<file path="src/sv/lkv_pkg.sv">
package lkv_pkg;

	// Width and reset value of the capacity register.
	localparam int unsigned CAP_W = 5;
	localparam logic [CAP_W-1:0] CAP_RESET = 5'd16;

	// Request codes carried on the action field.
	localparam logic ACT_GET = 1'b0;
	localparam logic ACT_PUT = 1'b1;

	// Strobes into the line store for one cycle.
	typedef struct packed {
		logic line_re;  // read key and rank at the sweep address
		logic val_re;   // read the value of one line
		logic key_we;   // write the key of the line being filled
		logic val_we;   // write the value of a line
	} lkv_store_ctl_t;

	// Strobes into the scan unit for one cycle.
	typedef struct packed {
		logic clear;    // forget the previous request's scan results
		logic search;   // read data of one line is ready for the lookup sweep
		logic update;   // read data of one line is ready for the rank sweep
	} lkv_scan_ctl_t;

endpackage

</file>
<file path="src/sv/lru_key_value_cache.sv">
// Fully associative key-value cache with least-recently-used replacement. Each
// transaction on the input channel is a get (action 0) or a put (action 1) and
// produces exactly one transaction on the output channel: hit tells whether the
// key was present, read_value carries the stored value on a get that hits and
// zero otherwise, and evicted/evicted_key report the least recent line that a
// put of a new key pushed out once the fill reached the capacity register.
// The capacity register takes effect on the next put; zero reads as one and
// values above ENTRIES read as ENTRIES. The block works on one request at a
// time. A request sweeps the line store through its line read port, one line
// per cycle: a lookup pass that finds the key, the least recent line and the
// first free line, then, except on a get that misses, a rank pass that ages
// the lines. in_ready stays low from acceptance until the result has been
// moved into the output register, and a result left waiting there does not
// stop the next request from being accepted. The store is empty after reset
// with no clearing pass.
module lru_key_value_cache import lkv_pkg::*; #(
	parameter int unsigned ENTRIES    = 16,
	parameter int unsigned KEY_BITS   = 16,
	parameter int unsigned VALUE_BITS = 32
) (
	input  logic                  clk,
	input  logic                  arst_n,
	input  logic                  in_valid,
	output logic                  in_ready,
	input  logic                  action,
	input  logic [KEY_BITS-1:0]   key,
	input  logic [VALUE_BITS-1:0] value,
	output logic                  out_valid,
	input  logic                  out_ready,
	output logic                  hit,
	output logic [VALUE_BITS-1:0] read_value,
	output logic                  evicted,
	output logic [KEY_BITS-1:0]   evicted_key,
	input  logic                  cfg_we,
	input  logic [CAP_W-1:0]      cfg_wdata
);

	localparam int unsigned IDX_W = $clog2(ENTRIES);
	localparam int unsigned ADR_W = IDX_W + 1;
	localparam int unsigned CNT_W = $clog2(ENTRIES + 1);
	localparam int unsigned CMP_W = (CNT_W > CAP_W) ? CNT_W : CAP_W;

	// One-hot sequencer states.
	typedef enum logic [4:0] {
		ST_IDLE   = 5'b00001,
		ST_SEARCH = 5'b00010,
		ST_DECIDE = 5'b00100,
		ST_UPDATE = 5'b01000,
		ST_FINISH = 5'b10000
	} lkv_state_t;

	lkv_state_t state_q;

	// Configuration and occupancy.
	logic [CAP_W-1:0]   cap_q;
	logic [CNT_W-1:0]   fill_q;
	logic [ENTRIES-1:0] valid_q;

	// Captured request.
	logic                  req_action_q;
	logic [KEY_BITS-1:0]   req_key_q;
	logic [VALUE_BITS-1:0] req_value_q;

	// Sweep address and the line whose read data arrives this cycle.
	logic [ADR_W-1:0] addr_q;
	logic             rd_s1;
	logic [IDX_W-1:0] idx_s1;
	logic             rd_en;
	logic             last_s1;
	logic             valid_s1;

	// Rank pass set-up.
	logic [IDX_W-1:0] tgt_q;
	logic [IDX_W-1:0] touch_q;
	logic             inc_all_q;

	// Result waiting to be offered.
	logic                res_hit_q;
	logic                res_get_hit_q;
	logic                res_ev_q;
	logic [KEY_BITS-1:0] res_evk_q;

	// Output register.
	logic                  out_valid_q;
	logic                  out_hit_q;
	logic [VALUE_BITS-1:0] out_value_q;
	logic                  out_ev_q;
	logic [KEY_BITS-1:0]   out_evk_q;

	lkv_store_ctl_t store_ctl;
	lkv_scan_ctl_t  scan_ctl;

	logic [KEY_BITS-1:0]   key_rd;
	logic [IDX_W-1:0]      rank_rd;
	logic [VALUE_BITS-1:0] val_rd;
	logic [IDX_W-1:0]      kv_waddr;

	logic                found;
	logic [IDX_W-1:0]    found_idx;
	logic [IDX_W-1:0]    found_rank;
	logic                victim_any;
	logic [IDX_W-1:0]    victim_idx;
	logic [KEY_BITS-1:0] victim_key;
	logic                free_any;
	logic [IDX_W-1:0]    free_idx;
	logic                rank_we;
	logic [IDX_W-1:0]    rank_waddr;
	logic [IDX_W-1:0]    rank_wdata;

	// Decision for the request, evaluated in the decide state.
	logic [CMP_W-1:0] cap_w;
	logic [CMP_W-1:0] eff_cap;
	logic             is_put;
	logic             evict;
	logic             have_slot;
	logic [IDX_W-1:0] slot_idx;
	logic             do_update;
	logic             in_take;
	logic             out_free;

	assign in_take  = in_valid && in_ready;
	assign in_ready = state_q == ST_IDLE;
	assign out_free = !out_valid_q || out_ready;

	assign rd_en    = ((state_q == ST_SEARCH) || (state_q == ST_UPDATE)) &&
	                  (addr_q < ADR_W'(ENTRIES));
	assign last_s1  = rd_s1 && (idx_s1 == IDX_W'(ENTRIES - 1));
	assign valid_s1 = valid_q[idx_s1];

	// A capacity of zero behaves as one; anything above the line count saturates.
	always_comb begin
		cap_w = CMP_W'(cap_q);
		if (cap_w == '0) begin
			eff_cap = CMP_W'(1);
		end else if (cap_w > CMP_W'(ENTRIES)) begin
			eff_cap = CMP_W'(ENTRIES);
		end else begin
			eff_cap = cap_w;
		end
	end

	assign is_put = req_action_q == ACT_PUT;
	assign evict  = is_put && !found && victim_any && (CMP_W'(fill_q) >= eff_cap);

	// After an eviction the first free line is either an earlier gap or the victim.
	always_comb begin
		if (evict) begin
			have_slot = 1'b1;
			slot_idx  = (free_any && (free_idx < victim_idx)) ? free_idx : victim_idx;
		end else begin
			have_slot = free_any;
			slot_idx  = free_idx;
		end
	end

	assign do_update = found || (is_put && have_slot);
	assign kv_waddr  = found ? found_idx : slot_idx;

	always_comb begin
		store_ctl         = '0;
		store_ctl.line_re = rd_en;
		if (state_q == ST_DECIDE) begin
			store_ctl.val_re = found && !is_put;
			store_ctl.val_we = is_put && (found || have_slot);
			store_ctl.key_we = is_put && !found && have_slot;
		end
	end

	always_comb begin
		scan_ctl        = '0;
		scan_ctl.clear  = in_take;
		scan_ctl.search = rd_s1 && (state_q == ST_SEARCH);
		scan_ctl.update = rd_s1 && (state_q == ST_UPDATE);
	end

	lkv_line_store #(
		.ENTRIES    (ENTRIES),
		.KEY_BITS   (KEY_BITS),
		.VALUE_BITS (VALUE_BITS)
	) u_store (
		.clk        (clk),
		.ctl        (store_ctl),
		.line_raddr (addr_q[IDX_W-1:0]),
		.val_raddr  (found_idx),
		.kv_waddr   (kv_waddr),
		.key_wdata  (req_key_q),
		.val_wdata  (req_value_q),
		.rank_we    (rank_we),
		.rank_waddr (rank_waddr),
		.rank_wdata (rank_wdata),
		.key_rdata  (key_rd),
		.rank_rdata (rank_rd),
		.val_rdata  (val_rd)
	);

	lkv_scan_unit #(
		.ENTRIES  (ENTRIES),
		.KEY_BITS (KEY_BITS)
	) u_scan (
		.clk        (clk),
		.arst_n     (arst_n),
		.ctl        (scan_ctl),
		.idx_s1     (idx_s1),
		.valid_s1   (valid_s1),
		.key_rd     (key_rd),
		.rank_rd    (rank_rd),
		.req_key    (req_key_q),
		.target_idx (tgt_q),
		.touch_rank (touch_q),
		.inc_all    (inc_all_q),
		.found      (found),
		.found_idx  (found_idx),
		.found_rank (found_rank),
		.victim_any (victim_any),
		.victim_idx (victim_idx),
		.victim_key (victim_key),
		.free_any   (free_any),
		.free_idx   (free_idx),
		.rank_we    (rank_we),
		.rank_waddr (rank_waddr),
		.rank_wdata (rank_wdata)
	);

	// Sequencer, occupancy and output handshake.
	always_ff @(posedge clk or negedge arst_n) begin
		if (!arst_n) begin
			state_q     <= ST_IDLE;
			cap_q       <= CAP_RESET;
			fill_q      <= '0;
			valid_q     <= '0;
			addr_q      <= '0;
			rd_s1       <= 1'b0;
			out_valid_q <= 1'b0;
		end else begin
			if (cfg_we) begin
				cap_q <= cfg_wdata;
			end
			rd_s1 <= rd_en;
			if (rd_en) begin
				addr_q <= addr_q + 1'b1;
			end
			// A new result is loaded when the register is free, else a taken one leaves.
			if ((state_q == ST_FINISH) && out_free) begin
				out_valid_q <= 1'b1;
			end else if (out_ready) begin
				out_valid_q <= 1'b0;
			end
			unique case (state_q)
				ST_IDLE: begin
					if (in_take) begin
						addr_q  <= '0;
						state_q <= ST_SEARCH;
					end
				end
				ST_SEARCH: begin
					if (last_s1) begin
						state_q <= ST_DECIDE;
					end
				end
				ST_DECIDE: begin
					addr_q <= '0;
					// When the victim's line is refilled it simply stays valid.
					if (evict && (victim_idx != slot_idx)) begin
						valid_q[victim_idx] <= 1'b0;
					end
					if (is_put && !found && have_slot) begin
						valid_q[slot_idx] <= 1'b1;
					end
					fill_q <= fill_q - CNT_W'(evict)
					          + CNT_W'(is_put && !found && have_slot);
					state_q <= do_update ? ST_UPDATE : ST_FINISH;
				end
				ST_UPDATE: begin
					if (last_s1) begin
						state_q <= ST_FINISH;
					end
				end
				ST_FINISH: begin
					if (out_free) begin
						state_q <= ST_IDLE;
					end
				end
				default: begin
					state_q <= ST_IDLE;
				end
			endcase
		end
	end

	always_ff @(posedge clk) begin
		if (in_take) begin
			req_action_q <= action;
			req_key_q    <= key;
			req_value_q  <= value;
		end
		if (state_q == ST_DECIDE) begin
			tgt_q         <= found ? found_idx : slot_idx;
			touch_q       <= found_rank;
			inc_all_q     <= !found;
			res_hit_q     <= found;
			res_get_hit_q <= found && !is_put;
			res_ev_q      <= evict;
			res_evk_q     <= evict ? victim_key : '0;
		end
		if (rd_en) begin
			idx_s1 <= addr_q[IDX_W-1:0];
		end
		if ((state_q == ST_FINISH) && out_free) begin
			out_hit_q   <= res_hit_q;
			out_value_q <= res_get_hit_q ? val_rd : '0;
			out_ev_q    <= res_ev_q;
			out_evk_q   <= res_evk_q;
		end
	end

	assign out_valid   = out_valid_q;
	assign hit         = out_hit_q;
	assign read_value  = out_value_q;
	assign evicted     = out_ev_q;
	assign evicted_key = out_evk_q;

endmodule

</file>
<file path="src/sv/lkv_line_store.sv">
module lkv_line_store import lkv_pkg::*; #(
	parameter int unsigned ENTRIES    = 16,
	parameter int unsigned KEY_BITS   = 16,
	parameter int unsigned VALUE_BITS = 32,
	localparam int unsigned IDX_W     = $clog2(ENTRIES)
) (
	input  logic                  clk,
	input  lkv_store_ctl_t        ctl,
	input  logic [IDX_W-1:0]      line_raddr,
	input  logic [IDX_W-1:0]      val_raddr,
	input  logic [IDX_W-1:0]      kv_waddr,
	input  logic [KEY_BITS-1:0]   key_wdata,
	input  logic [VALUE_BITS-1:0] val_wdata,
	input  logic                  rank_we,
	input  logic [IDX_W-1:0]      rank_waddr,
	input  logic [IDX_W-1:0]      rank_wdata,
	output logic [KEY_BITS-1:0]   key_rdata,
	output logic [IDX_W-1:0]      rank_rdata,
	output logic [VALUE_BITS-1:0] val_rdata
);

	logic [KEY_BITS-1:0]   key_mem  [ENTRIES];
	logic [VALUE_BITS-1:0] val_mem  [ENTRIES];
	logic [IDX_W-1:0]      rank_mem [ENTRIES];

	always_ff @(posedge clk) begin
		if (ctl.key_we) begin
			key_mem[kv_waddr] <= key_wdata;
		end
		if (ctl.line_re) begin
			key_rdata <= key_mem[line_raddr];
		end
	end

	always_ff @(posedge clk) begin
		if (ctl.val_we) begin
			val_mem[kv_waddr] <= val_wdata;
		end
		if (ctl.val_re) begin
			val_rdata <= val_mem[val_raddr];
		end
	end

	// The rank sweep writes line i while it reads line i+1, so the ports never collide.
	always_ff @(posedge clk) begin
		if (rank_we) begin
			rank_mem[rank_waddr] <= rank_wdata;
		end
		if (ctl.line_re) begin
			rank_rdata <= rank_mem[line_raddr];
		end
	end

endmodule

</file>
<file path="src/sv/lkv_scan_unit.sv">
module lkv_scan_unit import lkv_pkg::*; #(
	parameter int unsigned ENTRIES  = 16,
	parameter int unsigned KEY_BITS = 16,
	localparam int unsigned IDX_W   = $clog2(ENTRIES)
) (
	input  logic                clk,
	input  logic                arst_n,
	input  lkv_scan_ctl_t       ctl,
	input  logic [IDX_W-1:0]    idx_s1,
	input  logic                valid_s1,
	input  logic [KEY_BITS-1:0] key_rd,
	input  logic [IDX_W-1:0]    rank_rd,
	input  logic [KEY_BITS-1:0] req_key,
	input  logic [IDX_W-1:0]    target_idx,
	input  logic [IDX_W-1:0]    touch_rank,
	input  logic                inc_all,
	output logic                found,
	output logic [IDX_W-1:0]    found_idx,
	output logic [IDX_W-1:0]    found_rank,
	output logic                victim_any,
	output logic [IDX_W-1:0]    victim_idx,
	output logic [KEY_BITS-1:0] victim_key,
	output logic                free_any,
	output logic [IDX_W-1:0]    free_idx,
	output logic                rank_we,
	output logic [IDX_W-1:0]    rank_waddr,
	output logic [IDX_W-1:0]    rank_wdata
);

	logic [IDX_W-1:0] victim_rank_q;
	logic             key_match;
	logic             rank_above;
	logic             rank_below;
	logic             is_target;

	assign key_match  = valid_s1 && (key_rd == req_key);
	assign rank_above = rank_rd > victim_rank_q;
	assign rank_below = rank_rd < touch_rank;
	assign is_target  = idx_s1 == target_idx;

	always_ff @(posedge clk or negedge arst_n) begin
		if (!arst_n) begin
			found      <= 1'b0;
			victim_any <= 1'b0;
			free_any   <= 1'b0;
		end else if (ctl.clear) begin
			found      <= 1'b0;
			victim_any <= 1'b0;
			free_any   <= 1'b0;
		end else if (ctl.search) begin
			if (key_match && !found) begin
				found <= 1'b1;
			end
			if (valid_s1 && (!victim_any || rank_above)) begin
				victim_any <= 1'b1;
			end
			if (!valid_s1 && !free_any) begin
				free_any <= 1'b1;
			end
		end
	end

	always_ff @(posedge clk) begin
		if (ctl.search) begin
			if (key_match && !found) begin
				found_idx  <= idx_s1;
				found_rank <= rank_rd;
			end
			if (valid_s1 && (!victim_any || rank_above)) begin
				victim_idx    <= idx_s1;
				victim_rank_q <= rank_rd;
				victim_key    <= key_rd;
			end
			if (!valid_s1 && !free_any) begin
				free_idx <= idx_s1;
			end
		end
	end

	// The touched line becomes rank zero; others age when they were more recent, or all valid lines age on a new key.
	assign rank_we    = ctl.update && (is_target || (valid_s1 && (inc_all || rank_below)));
	assign rank_waddr = idx_s1;
	assign rank_wdata = is_target ? '0 : rank_rd + 1'b1;

endmodule
</file>
<file path="config.mk">
export PLATFORM = sky130hd
export DESIGN_NAME = lru_key_value_cache
export DESIGN_NICKNAME = d
export VERILOG_FILES = /design/src/sv/lkv_pkg.sv /design/src/sv/lru_key_value_cache.sv /design/src/sv/lkv_line_store.sv /design/src/sv/lkv_scan_unit.sv
export SDC_FILE = /design/constraint.sdc
export NUM_CORES = 1
export LEC_CHECK = 0
export ABC_AREA = 1
export ABC_CLOCK_PERIOD_IN_PS = 4200
export BUFFER_PORTS_ARGS = -buffer_cell sky130_fd_sc_hd__clkbuf_2
export CAP_MARGIN = 40
export CELL_PAD_IN_SITES_DETAIL_PLACEMENT = 1
export CELL_PAD_IN_SITES_GLOBAL_PLACEMENT = 1
export CORE_ASPECT_RATIO = 1.75
export CORE_UTILIZATION = 54
export CTS_BUF_LIST = sky130_fd_sc_hd__clkbuf_4 sky130_fd_sc_hd__clkbuf_8
export CTS_CLUSTER_DIAMETER = 30
export DETAILED_ROUTE_END_ITERATION = 8
export GPL_TIMING_DRIVEN = 0
export PLACE_DENSITY = 0.82
export SYNTH_ARGS = -nofsm -noshare
export SYNTH_HDL_FRONTEND = slang
export SYNTH_SLANG_ARGS = --single-unit
</file>
<file path="constraint.sdc">
create_clock -name clk -period 4.2 [get_ports clk]
set_input_delay 0.63 -clock clk [delete_from_list [all_inputs] [get_ports clk]]
set_output_delay 0.63 -clock clk [all_outputs]
set_load 0.03 [all_outputs]
</file>
==> metrics.csv <==
metric,value,unit
ioPinCount,111,
die_h,373.9,µm
remaining_drc_errors,0,
worst_slew_pin_slew,1050,ps
place.gp.congestion,0.9128,
fillers,7327,
layout-drive-gt1-share,0.1506,
cp_slowest_cell,nor2_2,
netlist_area,0.04268,mm²
ys.flop_type,edfxtp_1,
hp-start,out_ready,
min_period_over_period,0.9957,
max_freq,239.1,MHz
p_total,27.37,mW
postLayoutCellArea,0.05000,mm²
clk_pin_slew_worst_paths,60,ps
final_nets,3515,
clock_sinks,1092,
antenna_found_initial,4,
synth_top_cells_by_count,"edfxtp_1, nor2_1, o21ai_0",
start_util,0.5441,
maxCapViolations,0,
leakage,17.37,nW
holdCritPathClass,input port to flop,
hold_viol,0,
worstSetupPathType,flop to flop,
hold_depth,4,
slowest_delay,570,ps
dieArea,0.08021,mm²
grt_max_degree,32,
htree_levels,4,
syn2layout_area_growth,17.16,%
post-route-util,0.6374,
crit_chain,inv_1 > ha_1 > nand2_1 > nor2_1 > nand2_1 > nand3_1 > nand3_2 > buf_6 > o21ai_2 > o21ai_2 > nor2_1 > nand2_1 > nor2_2 > buf_16,
fin_crit,4182,ps
r2r_end,u_store.key_mem[11][14],
track_usage,0.3722,
synth-seq-cells,1092,
ys_types,46,
die_x,214.5,µm
multiInputGateArea,0.009035,mm²
vias,29928,
min_to,out_valid,
root_buffer,clkbuf_8,
grt_first_pass_wirelength,211.7,mm
status,"finished, final reports clean",
synth_fp_nets,3103,
crit_top_cell,nand2_1,
core,0.07845,mm²
yosys-top-cells-area,"edfxtp_1, nor2_1, o21ai_0",
crit_fanout,11,
arrival,4780,ps
avgViaCountPerCell,6.509,
synth_top_cell_by_area,edfxtp_1,
post_drt_wl_per_cell,32.88,µm
synth_warnings,0,
yosysSeqAreaShare,0.7636,
synth-edff-count,1051,
drt_iter0_markers,3279,
cts_tree,done,
dr.pass1.iters,5,
async_flop_share,0.03755,
r2r_cells,14,
cts_buffer_depth,3,
place_area,0.04588,mm²
routed_wl,151.2,mm
r2r_slack,20,ps
final-max-slew-violation-count,0,
relSlewSlack,0.3001,
clkLatencyLatePin,920,ps
yosysMostFrequentCell,edfxtp_1,
detailed_place_hpwl,100.6,mm
yosysTopAreaCellShare,0.7395,
crit-reg2reg-launch,cap_q[4],
portBuffers,109,
grt_pass1_vias,32309,
ir_worst_vdd,526.1,µV
cp-start-kind,flop,
end_kind,flop,
rsz0062_at_grt,yes,
fin_worst_skew,70.17,ps
cts_buffers,162,
required,4800,ps
synth_cells,3021,
postSynthAreaPerCell,14.13,µm²
rows,136,
finalSetupViolCount,0,
final_antenna_net_count,0,
seq_area,0.03259,mm²
globalRouteOverflowTotal,0,
power.density,547.5,mW/mm²
[repair_timing]
| action | in CTS | in global routing |
|---|---|---|
| buffers inserted | 0 | 19 |
| hold buffers | 55 | 0 |
| endpoints found under the hold margin | 93 | 0 |
| resized for setup | 0 | 6 |
| endpoints found under the setup margin | 0 | 300 |
[stage by stage]
step / setup WS [ps] / cells / hold WS (ps) / setup TNS (ps)
after floorplan: 335.8 / 3021 / 334.4 / 0
after global placement: -2311 / 4165 / 403.3 / -1274380
after detailed placement: 12.19 / 4227 / 405.2 / 0
after CTS: 15.65 / 4573 / 31.33 / 0
after global routing: -269.0 / 4596 / 62.83 / -11450
final: 17.91 / 4598 / 64.17 / 0
[routing by layer]
metal	global-route usage	share of wire	wire length [µm]	up-vias
met4	0.3439	0.10	15740	2
met1	0.3631	0.31	46130	14904
li1	-	-	-	12147
met3	0.08935	0.083	12510	791
met2	0.6455	0.51	76790	2084
met5	0	0.000086	13	-
[critical path, delay by kind of cell, from the launching register on]
kind / cells / cell delay (ps)
compound gates: 2 / 560
fa+ha+maj: 1 / 310
simple gates: 8 / 2000
buf+inv: 3 / 500
flops: 1 / 530
[report_power, final]
part / leakage, nW / switching [mW] / internal [mW]
clock: 1.72 / 4.35 / 4.68
combinational: 5.63 / 2.75 / 0.936
sequential: 10.0 / 1.20 / 13.5
[sequential cells by signal, indices dropped and copies added (netlist names), 5 cells and up]
signal / count
u_store.val_mem: 512
evicted_key: 16
cap_q: 5
u_scan.victim_key: 16
state_q: 5
read_value: 32
res_evk_q: 16
u_store.key_mem: 256
addr_q: 5
u_store.rank_mem: 64
req_value_q: 32
req_key_q: 16
fill_q: 5
u_store.key_rdata: 16
valid_q: 16
u_store.val_rdata: 32
[layout make-up]
class                      count  share of cell area
antenna                        3           0.0001501
buffer                       177             0.01401
clock buffer                 211             0.05270
clock inverter                80             0.01289
inverter                     154             0.01156
multi-input combinational   1598              0.1807
sequential                  1092              0.6517
tap                         1035             0.02590
timing repair buffer         248             0.05037
[layout by cell type (no fill, tap or decap), types with 25 or more instances in the layout]
master / netlist / routed
buf_12: 0 / 25
clkbuf_1: 154 / 153
clkbuf_2: 0 / 110
clkbuf_4: 0 / 43
clkbuf_8: 0 / 168
clkinv_1: 2 / 34
dfrtp_1: 39 / 39
dlygate4sd3_1: 0 / 55
edfxtp_1: 1051 / 1051
inv_1: 148 / 148
mux2i_1: 89 / 89
nand2_1: 227 / 227
nand3_1: 87 / 87
nor2_1: 488 / 453
nor2_4: 2 / 27
o211ai_1: 58 / 58
o21ai_0: 310 / 310
o221ai_1: 146 / 146
o32ai_1: 39 / 39
[logic make-up (layout without fill, tap and decap cells)]
group / Yosys count / in the layout / synth area share
muxes: 90 / 90 / 0.02114
AOI/OAI and AO/OA: 615 / 615 / 0.09428
DFF: 1092 / 1092 / 0.7636
other: 0 / 3 / 0
adders and majority gates: 23 / 23 / 0.006919
buffers and inverters: 331 / 870 / 0.02993
xor gates and xnor gates: 16 / 16 / 0.003283
and+or+nand+nor: 854 / 854 / 0.08086
[worst max path at each step]
stage | start | to | slack (ps) | cells past startpoint
finish | cap_q[4] | u_store.key_mem[11][14] | 20 | 14
global route | cap_q[4] | u_store.key_mem[7][15] | -270 | 15
CTS | cap_q[4] | fill_q[4] | 20 | 20
detailed placement | cap_q[4] | fill_q[4] | 10 | 20
global placement | state_q[4] | u_store.val_rdata[25] | -2310 | 4
floorplan | cap_q[4] | u_store.val_mem[10][0] | 340 | 15
Note: power is estimated with default switching activity, not from simulation.
